$ cat src/design/lmcr_pkg.sv
package lmcr_pkg;

  localparam int unsigned PW_BYTES = 14;
  localparam int unsigned N_ROUNDS = 16;
  localparam int unsigned N_STAGES = 2 * N_ROUNDS + 3;

  localparam logic [63:0] MAGIC_BLOCK = 64'h4B47_5321_4023_2425;
  localparam logic [7:0]  CASE_BIT    = 8'h20;

  typedef struct packed {
    logic [31:0] l;
    logic [31:0] r;
    logic [27:0] c;
    logic [27:0] d;
  } lane_t;

  localparam logic [6:0] TAB_IP [64] = '{
    58,50,42,34,26,18,10,2,60,52,44,36,28,20,12,4,62,54,46,38,30,22,14,6,64,56,48,40,32,24,16,8,
    57,49,41,33,25,17,9,1,59,51,43,35,27,19,11,3,61,53,45,37,29,21,13,5,63,55,47,39,31,23,15,7};
  localparam logic [6:0] TAB_FP [64] = '{
    40,8,48,16,56,24,64,32,39,7,47,15,55,23,63,31,38,6,46,14,54,22,62,30,37,5,45,13,53,21,61,29,
    36,4,44,12,52,20,60,28,35,3,43,11,51,19,59,27,34,2,42,10,50,18,58,26,33,1,41,9,49,17,57,25};
  localparam logic [5:0] TAB_E [48] = '{
    32,1,2,3,4,5,4,5,6,7,8,9,8,9,10,11,12,13,12,13,14,15,16,17,
    16,17,18,19,20,21,20,21,22,23,24,25,24,25,26,27,28,29,28,29,30,31,32,1};
  localparam logic [5:0] TAB_P [32] = '{
    16,7,20,21,29,12,28,17,1,15,23,26,5,18,31,10,2,8,24,14,32,27,3,9,19,13,30,6,22,11,4,25};
  localparam logic [6:0] TAB_PC1 [56] = '{
    57,49,41,33,25,17,9,1,58,50,42,34,26,18,10,2,59,51,43,35,27,19,11,3,60,52,44,36,
    63,55,47,39,31,23,15,7,62,54,46,38,30,22,14,6,61,53,45,37,29,21,13,5,28,20,12,4};
  localparam logic [5:0] TAB_PC2 [48] = '{
    14,17,11,24,1,5,3,28,15,6,21,10,23,19,12,4,26,8,16,7,27,20,13,2,
    41,52,31,37,47,55,30,40,51,45,33,48,44,49,39,56,34,53,46,42,50,36,29,32};
  localparam logic [3:0] SBOX [8][64] = '{
    '{14,4,13,1,2,15,11,8,3,10,6,12,5,9,0,7,0,15,7,4,14,2,13,1,10,6,12,11,9,5,3,8,
      4,1,14,8,13,6,2,11,15,12,9,7,3,10,5,0,15,12,8,2,4,9,1,7,5,11,3,14,10,0,6,13},
    '{15,1,8,14,6,11,3,4,9,7,2,13,12,0,5,10,3,13,4,7,15,2,8,14,12,0,1,10,6,9,11,5,
      0,14,7,11,10,4,13,1,5,8,12,6,9,3,2,15,13,8,10,1,3,15,4,2,11,6,7,12,0,5,14,9},
    '{10,0,9,14,6,3,15,5,1,13,12,7,11,4,2,8,13,7,0,9,3,4,6,10,2,8,5,14,12,11,15,1,
      13,6,4,9,8,15,3,0,11,1,2,12,5,10,14,7,1,10,13,0,6,9,8,7,4,15,14,3,11,5,2,12},
    '{7,13,14,3,0,6,9,10,1,2,8,5,11,12,4,15,13,8,11,5,6,15,0,3,4,7,2,12,1,10,14,9,
      10,6,9,0,12,11,7,13,15,1,3,14,5,2,8,4,3,15,0,6,10,1,13,8,9,4,5,11,12,7,2,14},
    '{2,12,4,1,7,10,11,6,8,5,3,15,13,0,14,9,14,11,2,12,4,7,13,1,5,0,15,10,3,9,8,6,
      4,2,1,11,10,13,7,8,15,9,12,5,6,3,0,14,11,8,12,7,1,14,2,13,6,15,0,9,10,4,5,3},
    '{12,1,10,15,9,2,6,8,0,13,3,4,14,7,5,11,10,15,4,2,7,12,9,5,6,1,13,14,0,11,3,8,
      9,14,15,5,2,8,12,3,7,0,4,10,1,13,11,6,4,3,2,12,9,5,15,10,11,14,1,7,6,0,8,13},
    '{4,11,2,14,15,0,8,13,3,12,9,7,5,10,6,1,13,0,11,7,4,9,1,10,14,3,5,12,2,15,8,6,
      1,4,11,13,12,3,7,14,10,15,6,8,0,5,9,2,6,11,13,8,1,4,10,7,9,5,0,15,14,2,3,12},
    '{13,2,8,4,6,15,11,1,10,9,3,14,5,0,12,7,1,15,13,8,10,3,7,4,12,5,6,11,0,14,9,2,
      7,11,4,1,9,12,14,2,0,6,10,13,15,3,5,8,2,1,14,7,4,10,8,13,15,12,9,0,3,5,6,11}};

  function automatic logic [63:0] perm_ip(input logic [63:0] v);
    logic [63:0] r;
    for (int i = 0; i < 64; i++) r[63-i] = v[64-int'(TAB_IP[i])];
    return r;
  endfunction

  function automatic logic [63:0] perm_fp(input logic [63:0] v);
    logic [63:0] r;
    for (int i = 0; i < 64; i++) r[63-i] = v[64-int'(TAB_FP[i])];
    return r;
  endfunction

  function automatic logic [47:0] perm_e(input logic [31:0] v);
    logic [47:0] r;
    for (int i = 0; i < 48; i++) r[47-i] = v[32-int'(TAB_E[i])];
    return r;
  endfunction

  function automatic logic [31:0] perm_p(input logic [31:0] v);
    logic [31:0] r;
    for (int i = 0; i < 32; i++) r[31-i] = v[32-int'(TAB_P[i])];
    return r;
  endfunction

  function automatic logic [47:0] perm_pc2(input logic [55:0] v);
    logic [47:0] r;
    for (int i = 0; i < 48; i++) r[47-i] = v[56-int'(TAB_PC2[i])];
    return r;
  endfunction

  function automatic logic [31:0] sbox_all(input logic [47:0] x);
    logic [31:0] s;
    logic [5:0]  b;
    for (int j = 0; j < 8; j++) begin
      b = x[47-6*j -: 6];
      s[31-4*j -: 4] = SBOX[j][{b[5], b[0], b[4:1]}];
    end
    return s;
  endfunction

  // Spread 7 key bits per byte (parity slot zero), then PC1.
  function automatic logic [55:0] key_cd(input logic [55:0] k);
    logic [63:0] k64;
    logic [55:0] r;
    for (int i = 0; i < 8; i++) k64[63-8*i -: 8] = {k[55-7*i -: 7], 1'b0};
    for (int i = 0; i < 56; i++) r[55-i] = k64[64-int'(TAB_PC1[i])];
    return r;
  endfunction

  function automatic lane_t lane_init(input logic [55:0] key, input logic [63:0] blk);
    lane_t       ln;
    logic [63:0] lr;
    logic [55:0] cd;
    lr = perm_ip(blk);
    cd = key_cd(key);
    ln.l = lr[63:32];
    ln.r = lr[31:0];
    ln.c = cd[55:28];
    ln.d = cd[27:0];
    return ln;
  endfunction

  function automatic logic [63:0] lane_final(input lane_t ln);
    return perm_fp({ln.r, ln.l});
  endfunction

  // Truncate at the first zero byte and upper-case a-z.
  function automatic logic [111:0] pw_norm(input logic [111:0] pw);
    logic [111:0] r;
    logic [7:0]   b;
    logic         ended;
    ended = 1'b0;
    for (int i = 0; i < PW_BYTES; i++) begin
      b = pw[111-8*i -: 8];
      if (b == 8'h00) ended = 1'b1;
      if (ended) b = 8'h00;
      else if (b >= 8'h61 && b <= 8'h7A) b = b ^ CASE_BIT;
      r[111-8*i -: 8] = b;
    end
    return r;
  endfunction

endpackage

$ cat src/design/lmcr_round.sv
module lmcr_round (
  input  logic           clk,
  input  logic           adv,
  input  logic           rot2,
  input  lmcr_pkg::lane_t lane_in,
  output lmcr_pkg::lane_t lane_out
);
  import lmcr_pkg::*;

  lane_t       lane_r;
  lane_t       lane_nxt;
  logic [27:0] c_rot;
  logic [27:0] d_rot;
  logic [31:0] f_val;

  always_comb begin
    c_rot = rot2 ? {lane_in.c[25:0], lane_in.c[27:26]} : {lane_in.c[26:0], lane_in.c[27]};
    d_rot = rot2 ? {lane_in.d[25:0], lane_in.d[27:26]} : {lane_in.d[26:0], lane_in.d[27]};
    f_val = perm_p(sbox_all(perm_e(lane_in.r) ^ perm_pc2({c_rot, d_rot})));
    lane_nxt.l = lane_in.r;
    lane_nxt.r = lane_in.l ^ f_val;
    lane_nxt.c = c_rot;
    lane_nxt.d = d_rot;
  end

  always_ff @(posedge clk) begin
    if (adv) lane_r <= lane_nxt;
  end

  assign lane_out = lane_r;
endmodule

$ cat config.mk
export PLATFORM = sky130hd
export DESIGN_NAME = lmcr_round
export DESIGN_NICKNAME = d
export VERILOG_FILES = /design/src/design/lmcr_pkg.sv /design/src/design/lmcr_round.sv
export SDC_FILE = /design/constraint.sdc
export NUM_CORES = 1
export LEC_CHECK = 0
export BUFFER_PORTS_ARGS = -buffer_cell sky130_fd_sc_hd__buf_2
export CAP_MARGIN = 20
export CORE_ASPECT_RATIO = 1.25
export CORE_UTILIZATION = 37
export CTS_CLUSTER_SIZE = 20
export DETAILED_ROUTE_END_ITERATION = 8
export SYNTH_ARGS = -nofsm -noshare
export SYNTH_HDL_FRONTEND = slang
export SYNTH_SLANG_ARGS = --single-unit
$ cat constraint.sdc
create_clock -name clk -period 4.24 [get_ports clk]
set_input_delay 0.212 -clock clk [delete_from_list [all_inputs] [get_ports clk]]
set_output_delay 0.212 -clock clk [all_outputs]
set_load 0.01 [all_outputs]
==> flow_summary.toml, run 1 <==
[run_status]
status = "complete, no violations"

[global_routing]
grt_antenna_before_repair = 6
grt_remaining_overflow = 0
grt_max_degree = 96
grt_pass1_vias = 7883
grt_pass1_wl_um = 44700
grt_usage_pct = 20.2

[timing]
max_clock_freq_mhz = 326
tightest_slew_ns = 0.943
relSlewSlack_pct = 36.7
slew_viol_final = 0
setup_viol = 0
rsz0062_at_grt = "false"
min_period_over_period_pct = 72.4
holdWs_ns = 0.0273
tns_ns = 0
hold_violations = 0
min_period_ns = 3.07

[place]
hpwl_um = 22600
io_buffers = 242
dp_cells = 1502
globalplace.congestion = 0.896

[yosys]
yosys.cell_count.top_type = "edfxtp_1"
yosysTopAreaCell = "edfxtp_1"
synth_area_leaders = "edfxtp_1, ha_1, mux2i_1"
synth_area_per_cell_sq_um = 11.2
syn_area_sq_um = 10600
synth_warnings = 0
async_flop_share_pct = 0
syn-num-nets = 1125
synth_top_area_share_pct = 34.1
synth_commonest_cells = "edfxtp_1, inv_1, mux2i_1"
synth_edf_count = 120
ys_seq_area_share_pct = 34.1
synthCells = 940
yosysUniqueCellTypes = 70
synthFlopType = "edfxtp_1"
ys_seq_elements = 120

[clocking]
post_cts_buffers = 0
cts_tree = "yes"
htree_num_levels = 4
clkTransAtPathRegs_ns = 0.06
cts_buffers = 17
clockBufferDepth = 2
clockRootBuffer = "clkbuf_16"
cts_sinks = 120

[detailed_routing]
via_per_inst = 5.37
drtIter0Drc = 603
routed_wl_um = 29600
routedWlPerCell_um = 19.2
drcViolationCount = 0
antenna_left = 0
routed-via-count = 8258
drtPass1Iterations = 5

[worst_setup_path]
worst_path_max_delay_cell = "mux4_2"
cp.required_ns = 4.42
path_cells = "buf_4 -> buf_4 -> mux2i_4 -> xnor2_2 -> inv_1 -> ha_1 -> inv_1 -> mux4_2 -> mux4_2 -> xnor2_1"
worst-setup-path-type = "input port to flop"
end_kind = "flop"
critical_path.top_delay_family = "multiplexers"
path_max_fanout = 22
critPathMaxStageDelay_ns = 0.50
setup.worst_path.start_class = "input port"
crit_buf_inv = 4
cp.arrival_ns = 3.25

[layout]
largest_reg_flops = 120
drive_above_1_share_pct = 34.2
syn2layout_area_growth_pct = 19.8
fin_nets = 1361
fin_util_pct = 45.5
fin_cells = 1539

[floorplan]
die_x_um = 153
die-area_sq_um = 29200
num_io_pins = 243
start_util_pct = 37.9
core_sq_um = 27800
row_count = 68
die_h_um = 191

[pwr]
ir_worst_vdd_mv = 0.251
power_per_cell_area_nw_per_um2 = 397
power.leakage_nw = 5.30

[hold_path]
hold_path_depth = 1
min_path_type = "input port to flop"
min_to = "lane_out[89]"
hold_start = "lane_in[57]"

[flow_run]
cap_violations = 0
==> how the worst max path moves through the flow <==
stage,endpoint,cells after the start,from
finish,lane_out[78],10,rot2
global route,lane_out[74],11,rot2
detailed placement,lane_out[78],10,rot2
floorplan,lane_out[78],9,rot2
CTS,lane_out[78],10,rot2
global placement,lane_out[85],11,rot2
==> stage by stage <==
stage	setup slack [ns]	instance area, sq um	total power, W
2_1_floorplan	1.15	10600	0.00304
3_3_place_gp	0.844	12100	0.00360
3_5_place_dp	0.754	12100	0.00362
4_1_cts	1.20	12600	0.00506
5_1_grt	0.994	12600	0.00530
6_report	1.17	12600	0.00502
==> timing repair <==
item,4_1_cts,5_1_grt
gates resized for setup,0,0
hold buffers,4,0
endpoints found under the hold margin,4,0
==> kinds of logic after synthesis <==
logic type,synth area share (%)
mux,18.3
compound gates,12.6
xor+xnor,14.6
simple gates,6.89
fa+ha+maj,7.35
buf+inv,6.12
flops,34.1
==> area by class of cell <==
cell class                      count  area [sq um]
Fill cell                        2600         15200
Tap cell                          350           438
Multi-Input combinational cell    682          6310
Clock buffer                       20           437
Timing Repair Buffer              265          1420
Sequential cell                   120          3600
Inverter                           90           338
Antenna cell                        1          2.50
Clock inverter                     11           106
==> routing by layer <==
metal	share of wire (%)	vias up	GRT usage, %
met3	6.9	49	5.45
li1	-	3940	-
met2	50	338	34.9
met5	0.22	-	0
met1	41	3921	24.3
met4	2.3	10	6.72
==> power breakdown <==
| group | internal (W) | switching [W] | leakage, nW |
|---|---|---|---|
| clock network | 0.000851 | 0.000563 | 0.264 |
| registers | 0.00151 | 0.0000393 | 1.17 |
| logic | 0.000885 | 0.00117 | 3.86 |
| total | 0.00325 | 0.00177 | 5.30 |
==> cell usage in the layout, fill, tap and decap left out, types with 7 or more instances in the layout <==
| cell | synthesis | final |
|---|---|---|
| buf_2 | 22 | 240 |
| edfxtp_1 | 120 | 120 |
| inv_1 | 84 | 84 |
| mux2i_1 | 63 | 63 |
| ha_1 | 62 | 62 |
| xnor2_1 | 55 | 55 |
| nor2_1 | 53 | 53 |
| nand2_1 | 49 | 49 |
| a21oi_1 | 37 | 37 |
| xor2_1 | 32 | 32 |
| nor3_1 | 29 | 29 |
| o21ai_0 | 27 | 27 |
| mux4_2 | 26 | 26 |
| nand3_1 | 21 | 21 |
| xnor2_2 | 20 | 20 |
| buf_4 | 5 | 19 |
| a211oi_1 | 18 | 18 |
| mux2i_4 | 17 | 17 |
| clkbuf_16 | 0 | 17 |
| o21ai_1 | 16 | 16 |
| mux2_2 | 16 | 16 |
| o211ai_1 | 13 | 13 |
| xor2_2 | 11 | 11 |
| o2111ai_1 | 10 | 10 |
| mux2i_2 | 9 | 9 |
| xnor2_4 | 9 | 9 |
| a31oi_1 | 9 | 9 |
| or3_1 | 8 | 8 |
| a2111oi_0 | 7 | 7 |
| o221ai_1 | 7 | 7 |
Power figures use the tool's default switching activity.
==> run 2, diff against run 1 <==
==> constraint.sdc (replaced) <==
create_clock -name clk -period 2.7 [get_ports clk]
set_input_delay 0.135 -clock clk [delete_from_list [all_inputs] [get_ports clk]]
set_output_delay 0.135 -clock clk [all_outputs]
set_load 0.01 [all_outputs]
==> run 2 against run 1 <==
Net effect: global-route usage up 0.38 points; critical path depth increased by 2; combinational power grew 82%; largest cell class unchanged; largest power group unchanged.
==> flow_summary.toml, run 2 (synthesized netlist as in run 1, its figures left out) <==
[global_routing]
met2_usage_pct = 37.6
grt_max_degree = 44
use_met3_pct = 3.05
grt_usage_pct = 20.6
grt_pass1_vias = 8734
use_met1_pct = 24.2
grt_remaining_overflow = 0
grt.busiest_layer = "met2"
grt_pass1_wl_um = 46400
grt_antenna_before_repair = 1

[detailed_routing]
routed_wl_um = 29800
drtPass1Iterations = 4
routed-via-count = 8734
drcViolationCount = 0
routedWlPerCell_um = 17.2
drtIter0Drc = 363
antenna_left = 0
via_per_inst = 5.03

[pwr]
power_per_cell_area_nw_per_um2 = 587
ir_worst_vdd_mv = 0.385
power.leakage_nw = 6.27

[worst_setup_path]
path_cells = "buf_4 -> buf_12 -> buf_4 -> mux2i_4 -> buf_12 -> xnor2_4 -> xnor2_1 -> a2111oi_0 -> buf_4 -> nor3_1 -> a21oi_1 -> xor2_1"
cp.required_ns = 2.87
critical_path.top_delay_family = "buffers and inverters"
worst_path_max_delay_cell = "a2111oi_0"
crit_cells = 12
crit_start = "rot2"
end_kind = "flop"
cpMostUsedCell = "buf_4"
cp.arrival_ns = 2.58
setup.worst_path.start_class = "input port"
critPathMaxStageDelay_ns = 0.55
path_max_fanout = 12
crit_buf_inv = 5
worst-setup-path-type = "input port to flop"

[layout]
drive_above_1_share_pct = 41.0
mostFrequentLayoutCells = "buf_2, buf_4, edfxtp_1"
largest_reg_flops = 120
final_common_cell = "buf_2"
fin_cells = 1738
syn2layout_area_growth_pct = 36.8
fin_nets = 1559
fin_area_sq_um = 14400

[place]
io_buffers = 242
hpwl_um = 23200
globalplace.congestion = 0.864
dp_cells = 1657
placed_area_sq_um = 13400

[clocking]
cts_buffers = 17
clockBufferDepth = 2
cts_sinks = 120
htree_num_levels = 4
clockRootBuffer = "clkbuf_16"
cts_resized = 0
clkTransAtPathRegs_ns = 0.06
cts_tree = "yes"

[hold_path]
min_path_type = "input port to flop"
hold_start = "lane_in[60]"
hold_path_depth = 1

[floorplan]
start_util_pct = 37.9
num_io_pins = 243
die_h_um = 191
die-area_sq_um = 29200
die_x_um = 153
core_sq_um = 27800
row_count = 68

[timing]
relSlewSlack_pct = 34.2
min_period_ns = 2.41
max_clock_freq_mhz = 415
hold_violations = 0
setup_viol = 0
min_period_over_period_pct = 89.2
slew_viol_final = 0
rsz0062_at_grt = "false"
tightest_slew_ns = 0.980

[flow_run]
cap_violations = 0

[run_status]
status = "complete, no violations"
[run 2: worst paths after layout]
kind	endpoint	slack (ns)
worst max-delay path	lane_out[85]	0.29
worst min-delay path	lane_out[92]	0.03
[run 2: layout make-up]
cell class	count	area (sq um)
Antenna cell	1	2.50
Clock buffer	22	444
Clock inverter	10	128
Fill cell	2474	13400
Inverter	90	338
Multi-Input combinational cell	682	6380
Sequential cell	120	3600
Tap cell	350	438
Timing Repair Buffer	463	3110
[run 2: timing repair]
item	4_1_cts	5_1_grt
setup buffers	0	0
hold buffers	48	0
endpoints found under the hold margin	48	0
[run 2: power by group]
group          switching [W]  internal [W]  total [W]
sequential         0.0000588       0.00238    0.00244
clock               0.000859       0.00144    0.00230
combinational        0.00192       0.00183    0.00375
[run 2: routing by layer]
metal | vias to the layer above | share of wire [%]
met1 | 4139 | 41
met2 | 220 | 53
met3 | 46 | 3.3
met5 | - | 0
met4 | 0 | 2.3
li1 | 4329 | -
[run 2: per-stage QoR]
| stage | setup slack (ns) | util, % | setup TNS, ns | power (W) | hold slack, ns |
|---|---|---|---|---|---|
| floorplan | -0.0263 | - | -0.0263 | 0.00481 | 0.234 |
| global placement | -0.0948 | 48.1 | -0.604 | 0.00614 | 0.350 |
| detailed placement | -0.200 | 48.1 | -0.980 | 0.00618 | 0.348 |
| CTS | 0.261 | 51.9 | 0 | 0.00858 | 0.00160 |
| global route | 0.0756 | 51.9 | 0 | 0.00899 | 0.0134 |
| finish | 0.290 | 51.9 | 0 | 0.00848 | 0.0289 |
==> run 3, diff against run 2 <==
==> constraint.sdc (replaced) <==
create_clock -name clk -period 2 [get_ports clk]
set_input_delay 0.1 -clock clk [delete_from_list [all_inputs] [get_ports clk]]
set_output_delay 0.1 -clock clk [all_outputs]
set_load 0.01 [all_outputs]
==> run 3 against run 2 <==
Net effect: the run now ends with negative setup slack left; sequential cell count unchanged; sequential power up 35%; critical endpoint is now lane_out[78]; clock-buffer cell count down 3; cell area up 17%; setup slack worse by 0.36 ns; wire length up 13%; first-iteration DRC count up 27%; largest cell class unchanged; worst hold slack worse by 0.016 ns; final cell count up 10%; global-route usage up 2.0 points; sequential share of layout area down 3.6 points; utilization up 8.8 points; critical path type unchanged.
==> flow_summary.toml, run 3 (synthesized netlist as in run 1, its figures left out) <==
[detailed_routing]
drtIter0Drc = 460
drtPass1Iterations = 5
routed_wl_um = 33700
via_per_inst = 5.10
routedWlPerCell_um = 17.6
drcViolationCount = 0
routed-via-count = 9747
antenna_left = 0

[timing]
max_clock_freq_mhz = 483
setup_viol = 6
slew_viol_final = 0
min_period_over_period_pct = 104
hold_violations = 0
rsz0062_at_grt = "true"
tns_ns = -0.141
min_period_ns = 2.07
tightest_slew_ns = 0.748
holdWs_ns = 0.0127
setup_slack_ns = -0.0702
relSlewSlack_pct = 49.8

[pwr]
total_power_w = 0.0126
pwr-share-comb_pct = 50.4
p_sw_share_pct = 35.2
p_int_w = 0.00817
pwr-share-seq_pct = 26.1
power.leakage_nw = 7.25
net-switching-power_w = 0.00444
power_per_cell_area_nw_per_um2 = 746
ir_worst_vdd_mv = 0.573
clkPwrFrac_pct = 23.5

[worst_setup_path]
worst_path_max_delay_cell = "mux4_2"
cpMostUsedCell = "mux4_2"
setup.worst_path.start_class = "input port"
worst-setup-path-type = "input port to flop"
path_max_fanout = 6
cp.arrival_ns = 2.26
critical_path.top_delay_family = "multiplexers"
cp.required_ns = 2.19
crit_buf_inv = 3
end_kind = "flop"
critPathMaxStageDelay_ns = 0.50
path_cells = "buf_16 -> mux2i_4 -> xnor2_4 -> inv_2 -> ha_4 -> inv_4 -> mux4_2 -> mux4_2 -> xnor2_1"

[layout]
largest_reg_flops = 120
fin_area_sq_um = 16900
fin_cells = 1913
final_common_cell = "buf_4"
syn2layout_area_growth_pct = 60.0
fin_nets = 1734
seq_area_sq_um = 3600
drive_above_1_share_pct = 54.0
mostFrequentLayoutCells = "buf_4, buf_2, edfxtp_1"
multi_input_area_sq_um = 7290
fill_cells = 2319

[flow_run]
cap_violations = 0

[floorplan]
die-area_sq_um = 29200
start_util_pct = 37.9
num_io_pins = 243
die_x_um = 153
core_sq_um = 27800
die_h_um = 191
row_count = 68

[global_routing]
grt_usage_pct = 22.6
grt_max_degree = 33
grt_remaining_overflow = 0
grt_pass1_vias = 9670
grt_pass1_wl_um = 50800
grt_antenna_before_repair = 3

[clocking]
cts_sinks = 120
cts_tree = "yes"
clkTransAtPathRegs_ns = 0.07
clockRootBuffer = "clkbuf_16"
cts_buffers = 17
htree_num_levels = 4
clockBufferDepth = 2

[run_status]
violations = "negative setup slack"
status = "complete, but fails checks"

[place]
placed_area_sq_um = 14600
dp_cells = 1772
globalplace.congestion = 0.907
hpwl_um = 24800
io_buffers = 242

[hold_path]
min_path_type = "input port to flop"
run 3: changes by cell type in the layout (fill, tap and decap cells not counted), moves of 11 or more:
cell and change:
dlygate4sd3_1 +14, buf_4 +130, inv_1 -13, buf_6 +21, ha_4 +20, ha_1 -25
mux2i_1 -11
run 3: area by class of cell:
type,count,share of cell area (%)
diodes,1,0.0148
clock buffers,19,2.56
clock inverters,13,0.637
inverters,90,2.10
multi-input cells,683,43.2
flip-flops and latches,120,21.3
well taps,350,2.59
repair buffers,637,27.6
run 3: power groups by stage:
stage / registers, W / logic, W / clock network [W]
after global routing: 0.00332 / 0.00684 / 0.00311
after floorplan: 0.00353 / 0.00319 / 0
final: 0.00329 / 0.00635 / 0.00296
after CTS: 0.00329 / 0.00592 / 0.00301
after global placement: 0.00334 / 0.00555 / 0
after detailed placement: 0.00334 / 0.00558 / 0
run 3: repair_timing:
item	4_1_cts	5_1_grt
pin swaps	14	33
resized for setup	44	103
setup buffers	24	20
hold buffers	62	0
setup endpoints to repair	32	31
gates cloned	1	3
hold endpoints to repair	63	0
run 3: per-layer routing:
layer | track usage [%] | vias up | part of all wire, %
li1 | - | 4693 | -
met1 | 26.4 | 4680 | 40
met2 | 40.6 | 308 | 52
met3 | 4.45 | 60 | 5.1
met4 | 9.01 | 6 | 2.4
met5 | 0 | - | 0.11
run 3: worst paths after layout:
path / startpoint / end / slack (ns) / depth (start not counted)
worst min-delay path: lane_in[45] / lane_out[47] / 0.01 / 2
worst max-delay path: rot2 / lane_out[78] / -0.07 / 9
run 3: per-stage QoR:
step | worst slack, ns | utilization [%]
after floorplan | -0.668 | -
after global placement | -0.750 | 52.5
after detailed placement | -0.739 | 52.5
after CTS | -0.0638 | 58.2
after global routing | -0.112 | 60.7
final | -0.0702 | 60.7
